[src/rtl/core/mpbf_pkg.sv]
package mpbf_pkg;

    localparam logic [2:0] REQ_ALLOC   = 3'd0;
    localparam logic [2:0] REQ_WRITE   = 3'd1;
    localparam logic [2:0] REQ_READ    = 3'd2;
    localparam logic [2:0] REQ_ACQUIRE = 3'd3;
    localparam logic [2:0] REQ_RELEASE = 3'd4;

    localparam logic [2:0] STS_OK      = 3'd0;
    localparam logic [2:0] STS_BLOCK   = 3'd1;
    localparam logic [2:0] STS_BROKEN  = 3'd2;
    localparam logic [2:0] STS_EOF     = 3'd3;
    localparam logic [2:0] STS_NOFREE  = 3'd4;
    localparam logic [2:0] STS_NOTUSED = 3'd5;

    localparam logic [7:0] END_MAX = 8'd255;

    typedef struct packed {
        logic [2:0] req_type;
        logic [1:0] pipe_index;
        logic       end_is_writer;
        logic [7:0] write_data;
    } mpbf_req_t;

    typedef struct packed {
        logic [2:0] status;
        logic [7:0] read_data;
        logic [1:0] pipe_out;
        logic       wake_readers;
        logic       wake_writers;
    } mpbf_rsp_t;

    typedef struct packed {
        logic rd;
        logic wr;
    } mpbf_mem_cmd_t;

    typedef enum logic [1:0] {
        FSM_IDLE,
        FSM_EXEC,
        FSM_DONE
    } mpbf_fsm_t;

endpackage

[src/rtl/core/mpbf_ctrl.sv]
module mpbf_ctrl
    import mpbf_pkg::*;
#(
    parameter int PIPE_COUNT = 4,
    parameter int PIPE_DEPTH = 1024,
    parameter int ADDR_W     = 12
)
(
    input  logic                clk,
    input  logic                rst_n,
    input  logic                req_valid,
    output logic                req_stall,
    input  mpbf_req_t           req,
    output logic                rsp_valid,
    input  logic                rsp_stall,
    output mpbf_rsp_t           rsp,
    output mpbf_mem_cmd_t       mem_cmd,
    output logic [ADDR_W-1:0]   mem_addr,
    output logic [7:0]          mem_wdata,
    input  logic [7:0]          mem_rdata
);

    localparam int PIDX_W = (PIPE_COUNT > 1) ? $clog2(PIPE_COUNT) : 1;
    localparam int PTR_W  = $clog2(PIPE_DEPTH);
    localparam int FILL_W = $clog2(PIPE_DEPTH + 1);

    mpbf_fsm_t state_reg, state_next;
    mpbf_req_t req_hold_reg;
    mpbf_rsp_t res_reg;
    logic      rd_ok_reg;
    mpbf_rsp_t rsp_reg;
    logic      rsp_valid_reg;

    logic [PTR_W-1:0]  head_reg   [PIPE_COUNT];
    logic [PTR_W-1:0]  tail_reg   [PIPE_COUNT];
    logic [FILL_W-1:0] fill_reg   [PIPE_COUNT];
    logic [7:0]        rcnt_reg   [PIPE_COUNT];
    logic [7:0]        wcnt_reg   [PIPE_COUNT];
    logic [PIPE_COUNT-1:0] in_use_reg;

    logic [PIDX_W-1:0] sel;
    logic [PIDX_W-1:0] free_idx;
    logic              found;
    logic              pipe_ok;
    logic [PIDX_W-1:0] tgt;
    logic              upd;
    logic [PTR_W-1:0]  head_next;
    logic [PTR_W-1:0]  tail_next;
    logic [FILL_W-1:0] fill_next;
    logic [7:0]        rcnt_next;
    logic [7:0]        wcnt_next;
    logic              use_next;
    logic              do_rd;
    logic              do_wr;
    mpbf_rsp_t         res_next;
    logic              load_out;
    logic              accept;

    always_comb
    begin
        found    = 1'b0;
        free_idx = '0;
        for (int i = 0; i < PIPE_COUNT; i++)
        begin
            if (!found && !in_use_reg[i])
            begin
                found    = 1'b1;
                free_idx = PIDX_W'(i);
            end
        end
    end

    assign sel     = PIDX_W'(req_hold_reg.pipe_index);
    assign pipe_ok = (32'(req_hold_reg.pipe_index) < PIPE_COUNT) && in_use_reg[sel];

    always_comb
    begin
        tgt       = sel;
        upd       = 1'b0;
        head_next = head_reg[sel];
        tail_next = tail_reg[sel];
        fill_next = fill_reg[sel];
        rcnt_next = rcnt_reg[sel];
        wcnt_next = wcnt_reg[sel];
        use_next  = in_use_reg[sel];
        do_rd     = 1'b0;
        do_wr     = 1'b0;
        res_next  = '0;
        res_next.status = STS_OK;

        unique case (req_hold_reg.req_type)
            REQ_ALLOC:
            begin
                tgt       = free_idx;
                upd       = found;
                head_next = '0;
                tail_next = '0;
                fill_next = '0;
                rcnt_next = 8'd1;
                wcnt_next = 8'd1;
                use_next  = 1'b1;
                if (found)
                begin
                    res_next.pipe_out = 2'(free_idx);
                end
                else
                begin
                    res_next.status = STS_NOFREE;
                end
            end
            REQ_WRITE:
            begin
                if (!pipe_ok)
                begin
                    res_next.status = STS_NOTUSED;
                end
                else if (rcnt_reg[sel] == 8'd0)
                begin
                    res_next.status = STS_BROKEN;
                end
                else if (fill_reg[sel] == FILL_W'(PIPE_DEPTH))
                begin
                    res_next.status = STS_BLOCK;
                end
                else
                begin
                    upd       = 1'b1;
                    do_wr     = 1'b1;
                    tail_next = (tail_reg[sel] == PTR_W'(PIPE_DEPTH - 1)) ? '0
                                : tail_reg[sel] + PTR_W'(1);
                    fill_next = fill_reg[sel] + FILL_W'(1);
                    res_next.wake_readers = 1'b1;
                end
            end
            REQ_READ:
            begin
                if (!pipe_ok)
                begin
                    res_next.status = STS_NOTUSED;
                end
                else if (fill_reg[sel] == '0)
                begin
                    res_next.status = (wcnt_reg[sel] == 8'd0) ? STS_EOF : STS_BLOCK;
                end
                else
                begin
                    upd       = 1'b1;
                    do_rd     = 1'b1;
                    head_next = (head_reg[sel] == PTR_W'(PIPE_DEPTH - 1)) ? '0
                                : head_reg[sel] + PTR_W'(1);
                    fill_next = fill_reg[sel] - FILL_W'(1);
                    res_next.wake_writers = 1'b1;
                end
            end
            REQ_ACQUIRE:
            begin
                if (!pipe_ok)
                begin
                    res_next.status = STS_NOTUSED;
                end
                else
                begin
                    upd = 1'b1;
                    if (req_hold_reg.end_is_writer)
                    begin
                        if (wcnt_reg[sel] != END_MAX)
                        begin
                            wcnt_next = wcnt_reg[sel] + 8'd1;
                        end
                    end
                    else if (rcnt_reg[sel] != END_MAX)
                    begin
                        rcnt_next = rcnt_reg[sel] + 8'd1;
                    end
                end
            end
            REQ_RELEASE:
            begin
                if (!pipe_ok)
                begin
                    res_next.status = STS_NOTUSED;
                end
                else
                begin
                    upd = 1'b1;
                    if (req_hold_reg.end_is_writer)
                    begin
                        if (wcnt_reg[sel] != 8'd0)
                        begin
                            wcnt_next = wcnt_reg[sel] - 8'd1;
                        end
                        res_next.wake_readers = (wcnt_next == 8'd0);
                    end
                    else
                    begin
                        if (rcnt_reg[sel] != 8'd0)
                        begin
                            rcnt_next = rcnt_reg[sel] - 8'd1;
                        end
                        res_next.wake_writers = (rcnt_next == 8'd0);
                    end
                    if (rcnt_next == 8'd0 && wcnt_next == 8'd0)
                    begin
                        head_next = '0;
                        tail_next = '0;
                        fill_next = '0;
                        use_next  = 1'b0;
                    end
                end
            end
            default:
            begin
                res_next.status = STS_OK;
            end
        endcase
    end

    assign mem_addr  = ADDR_W'(32'(sel) * 32'(PIPE_DEPTH)
                       + 32'(do_wr ? tail_reg[sel] : head_reg[sel]));
    assign mem_wdata = req_hold_reg.write_data;

    always_comb
    begin
        state_next = state_reg;
        req_stall  = 1'b1;
        accept     = 1'b0;
        load_out   = 1'b0;
        mem_cmd    = '0;
        unique case (state_reg)
            FSM_IDLE:
            begin
                req_stall = 1'b0;
                accept    = req_valid;
                if (req_valid)
                begin
                    state_next = FSM_EXEC;
                end
            end
            FSM_EXEC:
            begin
                mem_cmd.rd = do_rd;
                mem_cmd.wr = do_wr;
                state_next = FSM_DONE;
            end
            FSM_DONE:
            begin
                if (!rsp_valid_reg || !rsp_stall)
                begin
                    load_out   = 1'b1;
                    state_next = FSM_IDLE;
                end
            end
            default:
            begin
                state_next = FSM_IDLE;
            end
        endcase
    end

    always_ff @(posedge clk or negedge rst_n)
    begin
        if (!rst_n)
        begin
            state_reg     <= FSM_IDLE;
            rsp_valid_reg <= 1'b0;
            in_use_reg    <= '0;
            for (int i = 0; i < PIPE_COUNT; i++)
            begin
                head_reg[i] <= '0;
                tail_reg[i] <= '0;
                fill_reg[i] <= '0;
                rcnt_reg[i] <= '0;
                wcnt_reg[i] <= '0;
            end
        end
        else
        begin
            state_reg <= state_next;
            if (load_out)
            begin
                rsp_valid_reg <= 1'b1;
            end
            else if (!rsp_stall)
            begin
                rsp_valid_reg <= 1'b0;
            end
            if (state_reg == FSM_EXEC && upd)
            begin
                head_reg[tgt]   <= head_next;
                tail_reg[tgt]   <= tail_next;
                fill_reg[tgt]   <= fill_next;
                rcnt_reg[tgt]   <= rcnt_next;
                wcnt_reg[tgt]   <= wcnt_next;
                in_use_reg[tgt] <= use_next;
            end
        end
    end

    always_ff @(posedge clk)
    begin
        if (accept)
        begin
            req_hold_reg <= req;
        end
        if (state_reg == FSM_EXEC)
        begin
            res_reg   <= res_next;
            rd_ok_reg <= do_rd;
        end
        if (load_out)
        begin
            rsp_reg <= {res_reg.status, rd_ok_reg ? mem_rdata : 8'd0, res_reg.pipe_out,
                        res_reg.wake_readers, res_reg.wake_writers};
        end
    end

    assign rsp_valid = rsp_valid_reg;
    assign rsp       = rsp_reg;

endmodule

[config.mk]
export PLATFORM = sky130hd
export DESIGN_NAME = mpbf_ctrl
export DESIGN_NICKNAME = d
export VERILOG_FILES = /design/src/rtl/core/mpbf_pkg.sv /design/src/rtl/core/mpbf_ctrl.sv
export SDC_FILE = /design/constraint.sdc
export NUM_CORES = 1
export LEC_CHECK = 0
export ABC_AREA = 1
export BUFFER_PORTS_ARGS = -buffer_cell sky130_fd_sc_hd__buf_2
export CORE_AREA = 2 2 150 152
export CTS_CLUSTER_SIZE = 40
export DETAILED_ROUTE_END_ITERATION = 6
export DIE_AREA = 0 0 152 154
export MAX_ROUTING_LAYER = met4
export PLACE_DENSITY = 0.81
export SYNTH_ARGS = -nofsm -noshare
export SYNTH_HDL_FRONTEND = slang
export SYNTH_SLANG_ARGS = --single-unit
[constraint.sdc]
create_clock -name clk -period 6.4 [get_ports clk]
set_clock_uncertainty 0.1 [all_clocks]
set_input_delay 1.28 -clock clk [delete_from_list [all_inputs] [get_ports clk]]
set_output_delay 1.28 -clock clk [all_outputs]
set_load 0.02 [all_outputs]
==> metrics <==
status=completed; met3 usage=0.0558; Worst-Margin Slew=1.18 ns; Max Freq=0.173 GHz; WP buf/inv=4; share of layout cells above drive strength 1=0.0978; routing usage on met2=0.517; Hold WC Path Type=reg -> reg; cell family with most CP delay=buffers and inverters; Critical Path RT=5.02 ns; clock root buffer master=clkbuf_16; startpoint type of the worst setup path=flop; Routed Antenna Nets=0; DRT Pass-1 Iters=5; Ports=65; top cell type by total area after synthesis=dfrtp_1; syn_area_per_cell=7.10 um2; setup bufs post-CTS=0; relative slew slack=0.212; Tmin final=a little under 6 ns; Hold Vio Cnt, Final=0; CP arrival=approximately 4.4 ns; final std cells w/o fill=2243; area grow syn2layout=7.68%; CP dominant cell by count=nand2_1; post-route DRC violation count=0; vias in the first global route=roughly 12000; drt total wl=about 38000 um; largest net degree at the start of global routing=100; antenna cells=0; final net count=just under 2000; Placement Setup Slack=between 1 and 1.5 ns; RSZ-0062 raised after global routing=no; share of the synthesized area in the top cell type=0.357; WL per Instance=about 17 um; CP Max Fanout=78; gp weighted congestion=0.978; r2r worst-path depth=17; DIE HEIGHT=~150 um; Hold Crit Depth=0; Largest stage delay, worst path=about 0.68 ns; CP cell instances=buf_4 -> buf_4 -> o21ai_0 -> nand2_1 -> ha_1 -> nand2_2 -> nor3_4 -> nand2_1 -> nand2_1 -> inv_2 -> nand2_4 -> nand2_1 -> o21ai_0 -> buf_2; All-Layer GR Usage=0.338; synth warn=0; CTS tree=yes; CTS Buf Count=26; Resize count post-CTS=0; latest clock arrival within the worst-skew pair=between 0.5 and 0.6 ns; crit path max-delay cell type=buf_4; PortBufs=64; antenna violations before repair=0; die area=23400 um2; setup TNS=0 ns; total of max-cap violations=0; Vias=between 10000 and 15000; Total Power=~6 mW; post-synthesis cell area=roughly 14000 um2; setup ws final=slightly above 0.6 ns; row cnt=54; number of flip-flops in the largest register=44; cts hold-fix bufs=0; CP Depth=14; Die W=152 um; DP Cell Count=roughly 2200; Congestion Overflow GR=0; Initial Utilization=0.631; critical path capture point type=output port; VDD IR max=0.291 mV; Pwr Density=roughly 410 nW/um2; vias per inst=around 5.9; Leak=roughly 7.7 nW; # clock sinks=between 200 and 250; Yosys reg bits=about 230; clock input transition at the sequential cells of the worst setup and hold paths=around 0.06 ns; Mapped Cells=about 1900; first-pass GRT wire length=63000 um; period utilization=0.904; htree depth=1; Seq/Total Area, Yosys=0.438; distinct cell type count after synthesis=45; drt initial violations=about 1400; WS Path Type=reg -> out; Core Footprint=21700 um2; Post-Syn Nets=between 1500 and 2000; clock buffer depth=3; met1 GRT Util=0.469; final setup fails=0; most used routing layer=met2; max-slew violation count=0; largest cells by area after synthesis=dfrtp_1, nand2_1, edfxtp_1, nand3_1, o21ai_0; hpwl dp=about 24000 um
[path summary, 6_finish.rpt]
| kind | slack (ns) | end | from |
|---|---|---|---|
| setup / recovery | 0.61 | mem_addr[1] | sel[0] |
| hold / removal | 0.32 | rsp[0] | res_reg[0] |
| setup reg to reg | 1.35 | fill_reg[9] | sel[0] |
| hold reg to reg | 0.32 | rsp[0] | res_reg[0] |
| max in group asynchronous | 4.27 | tail_reg[28] | rst_n |
| min in group asynchronous | 0.71 | wcnt_reg[9] | rst_n |
[cells in the mapped netlist, drive strengths merged]
library cell  number
nand3b             2
o211ai            10
clkbuf            18
clkinv             3
a31oi              1
nor3              19
nand4             12
a32o               1
nor2              88
nand3            204
o2111ai            2
edfxtp            37
o41ai              1
nor4               2
o21bai             1
nand2            910
o221ai             1
dfrtp            195
a32oi             10
o21ai            120
a21oi             54
inv              136
o31ai              3
o22ai              3
a211oi             2
and2               1
buf               78
xor2               6
ha                 8
[per-layer routing]
layer  part of all wire  wire (um)  vias to the layer above
met5                  0          0                        -
met4              0.025        944                        0
met3               0.10       3940                       91
met2               0.45      17400                      707
met1               0.42      16100                     6146
li1                   -          -                     6194
[power breakdown]
group          total [mW]  internal [mW]  leakage (nW)  switching [mW]
clock network        1.47          0.865         0.406           0.607
registers            2.31           2.03          2.99           0.277
logic                2.26          0.684          4.26            1.57
[cell families after synthesis]
family | synth area share
xor+xnor | 0.00384
compound gates | 0.0863
buf+inv | 0.0849
fa+ha+maj | 0.00732
flops | 0.438
simple gates | 0.380
[final cells by class]
class / instances / area (um2)
clock buffer: 37 / 722
inverter: 139 / 531
multi-input combinational: 1461 / 6550
timing repair buffer: 84 / 479
fill: 1842 / 6950
clock inverter: 10 / 115
tap: 280 / 350
sequential: 232 / 5990
[cell usage in the layout (no fill, tap or decap), types with 9 or more instances in the layout]
master and instances:
nand2_1 881, dfrtp_1 195, nand3_1 191, inv_1 122, o21ai_0 100, nor2_1 81, buf_2 63, a21oi_1 54
edfxtp_1 37, clkbuf_16 26, nand2_2 24, o21ai_1 20, buf_4 20, nor3_1 15, nand4_1 12, inv_2 11
o211ai_1 10, nand3_2 9
[per-stage QoR]
step           hold slack (ns)  area (um2)  utilization
2_1_floorplan            0.300       13700            -
3_3_place_gp             0.302       13900        0.641
3_5_place_dp             0.308       13900        0.641
4_1_cts                  0.323       14700        0.679
5_1_grt                  0.332       14700        0.679
6_report                 0.322       14700        0.679
No activity file was read; power rests on OpenSTA's default activity.
